===== src/design/pits_pkg.sv =====
`timescale 1ns / 1ps
`default_nettype none
// ----------------------------------------------------------------------------
// Task scheduler package
// Shared types, codes and controller/datapath command and status structs.
// ----------------------------------------------------------------------------
package pits_pkg;

  localparam int MAX_TASKS_DEF = 64;
  localparam int CFG_W         = 7;
  localparam int FUNC_W        = 3;
  localparam int PRIO_W        = 3;
  localparam int KEY_W         = 32;
  localparam int TICK_W        = 8;

  localparam logic [CFG_W-1:0]  MAX_TASKS_RST = 7'd64;
  localparam logic [PRIO_W-1:0] PRIO_TOP      = 3'd4;
  localparam logic [PRIO_W-1:0] PRIO_IDLE     = 3'd0;

  typedef enum logic [FUNC_W-1:0] {
    FN_TICK     = 3'd0,
    FN_DISPATCH = 3'd1,
    FN_ADD      = 3'd2,
    FN_REMOVE   = 3'd3,
    FN_UPDATE   = 3'd4,
    FN_GET      = 3'd5
  } func_t;

  typedef enum logic [1:0] {
    KIND_REPLY = 2'd0,
    KIND_TIMED = 2'd1,
    KIND_IDLE  = 2'd2,
    KIND_NONE  = 2'd3
  } kind_t;

  typedef struct packed {
    logic [KEY_W-1:0]  code;
    logic [KEY_W-1:0]  arg;
    logic [KEY_W-1:0]  ivl;
    logic [PRIO_W-1:0] prio;
    logic [KEY_W-1:0]  elapsed;
  } entry_t;

  typedef struct packed {
    kind_t  kind;
    logic   ok;
    entry_t ent;
  } row_t;

  typedef enum logic [2:0] {
    IDX_HOLD, IDX_ZERO, IDX_TIMED, IDX_LIVE, IDX_INC, IDX_DEC
  } idx_op_t;

  typedef enum logic [1:0] {RD_IDX, RD_IDX_P1, RD_IDX_M1} rd_sel_t;

  typedef enum logic [2:0] {WR_COPY, WR_FOLD, WR_DISP, WR_NEW, WR_UPD} wr_sel_t;

  typedef enum logic [1:0] {CNT_HOLD, CNT_ADD, CNT_REMOVE} cnt_op_t;

  typedef enum logic [2:0] {
    ROW_REPLY, ROW_GET, ROW_TIMED, ROW_IDLE, ROW_NONE
  } row_sel_t;

  typedef struct packed {
    logic     load_req;
    idx_op_t  idx_op;
    logic     rd_en;
    rd_sel_t  rd_sel;
    logic     wr_en;
    wr_sel_t  wr_sel;
    logic     latch_ticks;
    logic     tick_inc;
    cnt_op_t  cnt_op;
    logic     row_push;
    row_sel_t row_sel;
    logic     row_ok;
    logic     flush;
  } ctl_cmd_t;

  typedef struct packed {
    logic [FUNC_W-1:0] func;
    logic code_zero;
    logic pend_nz;
    logic match;
    logic idx_zero;
    logic idx_ge_live;
    logic idx_ge_timed;
    logic full;
    logic prio_bad;
    logic new_gt;
    logic ent_bad;
    logic class_empty;
    logic expire;
    logic push_ok;
    logic hold_v;
  } dp_stat_t;

endpackage
`default_nettype wire


===== src/design/pits_ctrl.sv =====
`timescale 1ns / 1ps
`default_nettype none
// ----------------------------------------------------------------------------
// Task scheduler controller
// Sequences lookup, tick fold, insertion, removal shift and dispatch walks.
// ----------------------------------------------------------------------------
module pits_ctrl
  import pits_pkg::*;
(
  input  wire logic     clk,
  input  wire logic     rst,
  input  wire logic     in_valid,
  output logic          in_ready,
  input  wire dp_stat_t stat,
  output ctl_cmd_t      cmd
);
  typedef enum logic [4:0] {
    S_IDLE, S_DECODE, S_F_CHK, S_F_CMP, S_A_CAP, S_A_FCHK, S_A_FWR, S_A_PRIO,
    S_A_ICHK, S_A_ICMP, S_R_CHK, S_R_SCHK, S_R_SWR, S_T_CHK, S_T_EVAL,
    S_I_CHK, S_I_EMIT, S_D_END, S_FLUSH
  } state_t;

  state_t state, state_next;

  assign in_ready = (state == S_IDLE);

  always_comb begin
    cmd        = '0;
    cmd.idx_op = IDX_HOLD;
    cmd.cnt_op = CNT_HOLD;
    state_next = state;
    unique case (state)
      S_IDLE: begin
        if (in_valid) begin
          cmd.load_req = 1'b1;
          state_next   = S_DECODE;
        end
      end
      S_DECODE: begin
        case (stat.func)
          FN_TICK: begin
            cmd.tick_inc = 1'b1;
            cmd.row_push = 1'b1;
            cmd.row_ok   = 1'b1;
            state_next   = S_FLUSH;
          end
          FN_DISPATCH: begin
            if (stat.pend_nz) begin
              cmd.latch_ticks = 1'b1;
              cmd.idx_op      = IDX_ZERO;
              state_next      = S_T_CHK;
            end else begin
              cmd.idx_op = IDX_TIMED;
              state_next = S_I_CHK;
            end
          end
          FN_ADD, FN_REMOVE, FN_UPDATE, FN_GET: begin
            cmd.idx_op = IDX_ZERO;
            state_next = S_F_CHK;
          end
          default: begin
            cmd.row_push = 1'b1;
            state_next   = S_FLUSH;
          end
        endcase
      end
      // lookup walk: read an entry in S_F_CHK, compare it in S_F_CMP
      S_F_CHK: begin
        if (stat.code_zero || stat.idx_ge_live) begin
          if (stat.func == FN_ADD && !stat.code_zero) begin
            state_next = S_A_CAP;
          end else begin
            cmd.row_push = 1'b1;
            state_next   = S_FLUSH;
          end
        end else begin
          cmd.rd_en  = 1'b1;
          state_next = S_F_CMP;
        end
      end
      S_F_CMP: begin
        if (stat.match) begin
          case (stat.func)
            FN_REMOVE: state_next = S_R_CHK;
            FN_UPDATE: begin
              cmd.wr_en    = 1'b1;
              cmd.wr_sel   = WR_UPD;
              cmd.row_push = 1'b1;
              cmd.row_ok   = 1'b1;
              state_next   = S_FLUSH;
            end
            FN_GET: begin
              cmd.row_push = 1'b1;
              cmd.row_sel  = ROW_GET;
              state_next   = S_FLUSH;
            end
            default: begin
              cmd.row_push = 1'b1;
              state_next   = S_FLUSH;
            end
          endcase
        end else begin
          cmd.idx_op = IDX_INC;
          state_next = S_F_CHK;
        end
      end
      S_A_CAP: begin
        if (stat.full) begin
          cmd.row_push = 1'b1;
          state_next   = S_FLUSH;
        end else begin
          cmd.latch_ticks = 1'b1;
          cmd.idx_op      = IDX_ZERO;
          state_next      = S_A_FCHK;
        end
      end
      S_A_FCHK: begin
        if (stat.idx_ge_timed) begin
          state_next = S_A_PRIO;
        end else begin
          cmd.rd_en  = 1'b1;
          state_next = S_A_FWR;
        end
      end
      S_A_FWR: begin
        cmd.wr_en  = 1'b1;
        cmd.wr_sel = WR_FOLD;
        cmd.idx_op = IDX_INC;
        state_next = S_A_FCHK;
      end
      S_A_PRIO: begin
        if (stat.prio_bad) begin
          cmd.row_push = 1'b1;
          state_next   = S_FLUSH;
        end else begin
          cmd.idx_op = IDX_LIVE;
          cmd.cnt_op = CNT_ADD;
          state_next = S_A_ICHK;
        end
      end
      // insertion: move lower-priority entries up until the slot is found
      S_A_ICHK: begin
        if (stat.idx_zero) begin
          cmd.wr_en    = 1'b1;
          cmd.wr_sel   = WR_NEW;
          cmd.row_push = 1'b1;
          cmd.row_ok   = 1'b1;
          state_next   = S_FLUSH;
        end else begin
          cmd.rd_en  = 1'b1;
          cmd.rd_sel = RD_IDX_M1;
          state_next = S_A_ICMP;
        end
      end
      S_A_ICMP: begin
        cmd.wr_en = 1'b1;
        if (stat.new_gt) begin
          cmd.wr_sel = WR_COPY;
          cmd.idx_op = IDX_DEC;
          state_next = S_A_ICHK;
        end else begin
          cmd.wr_sel   = WR_NEW;
          cmd.row_push = 1'b1;
          cmd.row_ok   = 1'b1;
          state_next   = S_FLUSH;
        end
      end
      S_R_CHK: begin
        if (stat.ent_bad || stat.class_empty) begin
          cmd.row_push = 1'b1;
          state_next   = S_FLUSH;
        end else begin
          cmd.cnt_op = CNT_REMOVE;
          state_next = S_R_SCHK;
        end
      end
      // close the gap: pull each following entry down by one
      S_R_SCHK: begin
        if (stat.idx_ge_live) begin
          cmd.row_push = 1'b1;
          cmd.row_ok   = 1'b1;
          state_next   = S_FLUSH;
        end else begin
          cmd.rd_en  = 1'b1;
          cmd.rd_sel = RD_IDX_P1;
          state_next = S_R_SWR;
        end
      end
      S_R_SWR: begin
        cmd.wr_en  = 1'b1;
        cmd.wr_sel = WR_COPY;
        cmd.idx_op = IDX_INC;
        state_next = S_R_SCHK;
      end
      S_T_CHK: begin
        if (stat.idx_ge_timed) begin
          state_next = S_D_END;
        end else begin
          cmd.rd_en  = 1'b1;
          state_next = S_T_EVAL;
        end
      end
      S_T_EVAL: begin
        // hold until the result stage has room for an expired task
        if (!stat.expire || stat.push_ok) begin
          cmd.wr_en    = 1'b1;
          cmd.wr_sel   = WR_DISP;
          cmd.idx_op   = IDX_INC;
          cmd.row_push = stat.expire;
          cmd.row_sel  = ROW_TIMED;
          state_next   = S_T_CHK;
        end
      end
      S_I_CHK: begin
        if (stat.idx_ge_live) begin
          state_next = S_D_END;
        end else begin
          cmd.rd_en  = 1'b1;
          state_next = S_I_EMIT;
        end
      end
      S_I_EMIT: begin
        if (stat.push_ok) begin
          cmd.row_push = 1'b1;
          cmd.row_sel  = ROW_IDLE;
          cmd.idx_op   = IDX_INC;
          state_next   = S_I_CHK;
        end
      end
      S_D_END: begin
        if (!stat.hold_v) begin
          cmd.row_push = 1'b1;
          cmd.row_sel  = ROW_NONE;
        end
        state_next = S_FLUSH;
      end
      S_FLUSH: begin
        if (stat.push_ok) begin
          cmd.flush  = 1'b1;
          state_next = S_IDLE;
        end
      end
      default: state_next = S_IDLE;
    endcase
  end

  always_ff @(posedge clk) begin
    if (rst) begin
      state <= S_IDLE;
    end else begin
      state <= state_next;
    end
  end
endmodule
`default_nettype wire


===== config.mk =====
export PLATFORM = sky130hd
export DESIGN_NAME = pits_ctrl
export DESIGN_NICKNAME = d
export VERILOG_FILES = /design/src/design/pits_pkg.sv /design/src/design/pits_ctrl.sv
export SDC_FILE = /design/constraint.sdc
export NUM_CORES = 1
export LEC_CHECK = 0
export BUFFER_PORTS_ARGS = -buffer_cell sky130_fd_sc_hd__buf_2
export CORE_ASPECT_RATIO = 1.4
export CORE_UTILIZATION = 49
export CTS_CLUSTER_SIZE = 10
export DETAILED_ROUTE_END_ITERATION = 16
export PLACE_DENSITY = 0.8
export SLEW_MARGIN = 20
export SYNTH_ARGS = -nofsm -noshare
export SYNTH_HDL_FRONTEND = slang
export SYNTH_SLANG_ARGS = --single-unit

===== constraint.sdc =====
create_clock -name clk -period 2.14 [get_ports clk]
set_input_delay 0.214 -clock clk [delete_from_list [all_inputs] [get_ports clk]]
set_output_delay 0.214 -clock clk [all_outputs]
set_load 0.05 [all_outputs]

==> results of run 1 <==
-- logic make-up after synthesis --
logic type / share of synthesized area
DFF: 0.09502
buffers and inverters: 0.07362
AOI/OAI and AO/OA: 0.3088
xor gates and xnor gates: 0.02495
and+or+nand+nor: 0.4881
muxes: 0.009502
-- path summary, 6_finish.rpt --
check	from	slack, ps	end
worst max-delay path	state[0]$_SDFFE_PP0P_	-110	cmd[5]
worst min-delay path	rst	260	state[4]$_SDFFE_PP0P_
worst max register to register	state[0]$_SDFFE_PP0P_	270	state[4]$_SDFFE_PP0P_
worst min register to register	state[2]$_SDFFE_PP0P_	550	state[3]$_SDFFE_PP0P_
-- power breakdown --
group | leakage [nW] | internal, mW | total (mW) | switching (mW)
combinational | 0.669 | 0.613 | 1.59 | 0.977
sequential | 0.0432 | 0.133 | 0.188 | 0.0558
clock | 0.0150 | 0.0705 | 0.109 | 0.0387
total | 0.727 | 0.816 | 1.89 | 1.07
-- timing repair --
| item | in CTS | in global routing |
|---|---|---|
| gates resized for setup | 14 | 16 |
| endpoints found under the setup margin | 9 | 9 |
| setup buffers | 4 | 3 |
| pin swaps | 3 | 3 |
-- critical path: cells and delay by family, from the launching register on --
family	cells	cell delay, ps
buffers and inverters	1	160
and+or+nand+nor	2	540
AOI/OAI and AO/OA	4	720
DFF	1	370
-- synth_stat cells, drive strengths merged, types with 2 or more instances --
master and n:
o22ai 5, o31ai 3, nor2 25, a211o 3, xnor2 2, nand2 16, nand2b 7, dfxtp 5
nor2b 4, nor4 3, o211ai 4, nor3 12, a211oi 2, or3 4, or2 5, o21ai 9
clkbuf 4, nand4 2, a21o 2, buf 8, nand3 7, nand3b 2, inv 3, a21oi 11
and3 3
-- per-layer routing --
metal  vias up  GRT usage  part of all wire
met5         -          0                 0
met4         0     0.1705             0.038
met3        21    0.08696             0.093
met2       118     0.6071              0.50
met1       730     0.4534              0.37
li1        737          -                 -
-- area by class of cell --
cell class | count | area, µm²
inverters | 3 | 11.26
repair buffers | 68 | 435.4
flip-flops and latches | 5 | 110.1
fillers | 138 | 392.9
multi-input cells | 148 | 994.7
clock buffers | 4 | 26.28
well taps | 21 | 26.28
==> metrics, run 1 <==
post-layout util=0.8033; TritonCTS Buffers=3; share of layout cells above drive strength 1=0.4561; post-layout min period=2249 ps; Setup CP Type=flip-flop to output pin; CORE AREA=approximately 2000 µm²; Max-cap violations=0; Worst IR Drop VDD=806.0 µV; CTS Root Cell=clkbuf_4; Site Rows=19; CTS Hold Bufs=0; Worst Path Arrival=between 2000 and 2500 ps; CP cell instances=and2b_1 -> o211ai_2 -> o31ai_4 -> a221oi_2 -> o211ai_1 -> or3_1 -> buf_6; Design Area, Final=1604 µm²; most common cell after layout, fill and taps aside=buf_2; highest clock rate=444.6 MHz; final number of hold-violating endpoints=0; First-pass DRT Iterations=4; Setup-failing EPs final=2; largest area contributor in the netlist=dfxtp_1; gpl congestion=1.001; H-tree depth=1; clock-pin transition on the worst setup and hold timing paths=40 ps; most frequent cells in the layout=buf_2, buf_4, nor2_1; Port Buffers=41; I/O pin total=42; Top FF cell, synth=dfxtp_1; Die Y=56.87 µm; Die Width=41.19 µm; clk_skew=0.9459 ps; Final TNS setup=-146.5 ps; outcome=finished with violations; Req. time, crit path=roughly 1900 ps; Die ar.=about 2300 µm²; Reg2Reg Depth=8; DP HPWL=3.225 mm; PnR Total Power=1.887 mW; WHS=256.7 ps; Syn Nets=roughly 190; routed vias=1606; pwr/cell area=1176 nW/µm²; placed cells=between 200 and 250; routed wire length per instance=16.76 µm; pre-CTS setup slack=~14 ps; Ys Warns=0; Syn Inst Count=168; Final Cycle Share=1.051; failing checks=setup timing; async set or reset register ratio after synthesis=0; DR vias/cell=6.450; DRT iter0 DRCs=86; clk_lat worst skew=240 ps; sequential area share after synthesis=0.09501; CP Launch Type=flip-flop; register bit total from synthesis=5; largest cells by area after synthesis=dfxtp_1, nor2_1, nand2_1, a21oi_1, nor3_1; largest net degree at the start of global routing=14; Initial Util=0.5276; final setup margin=-109.4 ps; Rel. slew slack=0.7899; Non-Filler Instances=249; Post-synth EDFFs=0; Hold WC Path Type=primary input to flip-flop; max reg flops=5; Max clock buf depth=2; P&R area growth vs syn=52.26%; Nets=around 250; antenna violations before repair=0; Total GRT Usage=0.3800; number of global-route vias before repair=1444; Slew Limit Fails=0; WHS Path Cells=2; average cell area after synthesis=between 6 and 7 µm²; first-pass GRT wire length=about 6.3 mm; Remaining DRCs=0; Crit. End Element=output pin; top flop regs=state (5); critical path's largest stage delay=370 ps; register with the highest flop count=state; final wirelength=4.172 mm; Synth Cell Area=1054 µm²; CTS tree=built; RSZ-0062 raised after global routing=true; Worst-Margin Slew=roughly 310 ps; ant diodes=0; crit-path max FO=6; GRT overflow=0; Lkg Pwr=0.7274 nW; synth unique cells=51; CTS Sinks=5; slowest CP cell=dfxtp_4; dpl cell area=1433 µm²; Antenna Nets Post-Route=0; Yosys top cell area share=0.09501
Power figures use the tool's default switching activity.
==> run 2, diff against run 1 <==
ABC_AREA = 1   (was not set)
CORE_UTILIZATION = 48   (was 49)
PLACE_DENSITY = 0.79   (was 0.8)
==> metrics, run 2 <==
CTS Root Cell=clkbuf_4; PnR Total Power=1.510 mW; Initial Util=0.5086; largest cells by area after synthesis=nand2_1, nand3_1, inv_1, nor2_1, dfxtp_1; crit-path max FO=8; post-layout util=0.6436; Die Width=40.64 µm; Design Area, Final=around 1300 µm²; CTS tree=built; Setup CP Type=flip-flop to output pin; synth unique cells=29; ant diodes=0; max reg flops=5; pwr/cell area=1189 nW/µm²; Rel. slew slack=0.7474; DP HPWL=2.623 mm; Max-cap violations=0; Syn Inst Count=193; Site Rows=19; clk_skew=1.046 ps; Critical Path Sink=cmd[17]; Final Cycle Share=0.9210; Die Y=56.10 µm; Ys Warns=0; Worst Path Arrival=1760 ps; metal3 WL=between 100 and 150 µm; Non-Filler Instances=257; DR vias/cell=roughly 5.3; Worst IR Drop VDD=714.0 µV; r2r endpoint=state[3]$_SDFFE_PP0P_; DRT iter0 DRCs=27; cts repair resizes=0; Top FF cell, synth=dfxtp_1; crit path from=state[0]$_SDFFE_PP0P_; Worst-Margin Slew=378.5 ps; top flop regs=state (5); r2r setup slk=590 ps; Reg2Reg Launch Point=state[0]$_SDFFE_PP0P_; most frequent cells in the layout=nand2_1, buf_2, nor2_1, inv_1, nand3_1; top sig layer=met4; Hold WC Path Type=primary input to flip-flop; Lkg Pwr=0.8337 nW; slowest CP cell=dfxtp_1; Die ar.=approximately 2300 µm²; Max clock buf depth=2; H-tree depth=1; Yosys top cell area share=0.1796; CTS Hold Bufs=0; Nets=257; Reg2Reg Depth=8; Routed met2 length=about 1.6 mm; final number of hold-violating endpoints=0; sequential area share after synthesis=0.09975; largest net degree at the start of global routing=11; average cell area after synthesis=5.199 µm²; register bit total from synthesis=5; clock-pin transition on the worst setup and hold timing paths=roughly 50 ps; I/O pin total=42; number of global-route vias before repair=around 1300; Post-CTS Setup Bufs=0; outcome=complete, no violations; largest area contributor in the netlist=nand2_1; CORE AREA=1973 µm²; Setup-failing EPs final=0; CP cell instances=nand2_1 -> nor2_4 -> nand3_1 -> nand2_1 -> a211o_1 -> buf_2; Synth Cell Area=1003 µm²; most common cell in the synthesized netlist=nand2_1; Remaining DRCs=0; Final TNS setup=0 ps; First-pass DRT Iterations=4; dpl cell area=1241 µm²; register with the highest flop count=state; TritonCTS Buffers=3; async set or reset register ratio after synthesis=0; Slew Limit Fails=0; placed cells=253; Port Buffers=41; most common cell after layout, fill and taps aside=nand2_1; RSZ-0062 raised after global routing=false; P&R area growth vs syn=26.56%; fill count=231; Total GRT Usage=0.3007; WHS Path Cells=2; routed vias=1363; critical path's largest stage delay=450 ps; gpl congestion=0.9377; CP Launch Type=flip-flop; Syn Nets=213; post-layout min period=1971 ps; top post-synthesis cells by count=nand2_1, inv_1, nor2_1; GRT overflow=0; routed wire length per instance=12.01 µm; final wirelength=3.087 mm; Antenna Nets Post-Route=0; clk_lat worst skew=240 ps; share of layout cells above drive strength 1=0.2924; Post-synth EDFFs=0; highest clock rate=roughly 510 MHz; CTS Sinks=5; Crit path top cell by count=nand2_1; Req. time, crit path=1930 ps; Met1 Routed Length=roughly 1.2 mm; antenna violations before repair=0; Crit. End Element=output pin; first-pass GRT wire length=4.947 mm
## run 2: layer usage
layer | vias up | GRT usage
met2 | 47 | 0.5261
met3 | 12 | 0.01200
met4 | 0 | 0.1429
li1 | 711 | -
met1 | 593 | 0.3391
met5 | - | 0
## run 2: cell families after synthesis
kind of cell | share of synthesized area
DFF | 0.09975
buffers and inverters | 0.1384
xor gates and xnor gates | 0.008730
and+or+nand+nor | 0.6583
AOI/OAI and AO/OA | 0.09476
## run 2: metrics by stage
stage	hold WS, ps	worst slack, ps
2_1_floorplan	283.1	29.86
3_3_place_gp	442.5	379.3
3_5_place_dp	445.2	391.8
4_1_cts	190.2	120.2
5_1_grt	202.0	21.72
6_report	193.9	169.0
## run 2: power breakdown
group | switching [mW] | leakage, nW | internal (mW)
Clock | 0.0390 | 0.0150 | 0.0705
Sequential | 0.0685 | 0.0418 | 0.131
Combinational | 0.895 | 0.777 | 0.307
Total | 1.00 | 0.834 | 0.508
## run 2: worst max-delay path: cells and delay by family, from the launching register on
kind / cells / cell delay [ps]
buffers and inverters: 1 / 260
DFF: 1 / 450
and+or+nand+nor: 4 / 690
AOI/OAI and AO/OA: 1 / 110
## run 2: worst min-delay path by stage
stage          start                    end
2_1_floorplan    rst  state[1]$_SDFFE_PP0P_
3_3_place_gp     rst  state[0]$_SDFFE_PP0P_
5_1_grt          rst  state[1]$_SDFFE_PP0P_
6_report         rst  state[1]$_SDFFE_PP0P_
3_5_place_dp     rst  state[1]$_SDFFE_PP0P_
4_1_cts          rst  state[0]$_SDFFE_PP0P_
## run 2: cell type report
cell class,count,area (µm²),area share
tap,21,26.28,0.02069
inverter,33,126.4,0.09951
timing repair buffer,41,205.2,0.1616
multi-input combinational,153,783.3,0.6167
sequential,5,102.6,0.08079
clock buffer,4,26.28,0.02069
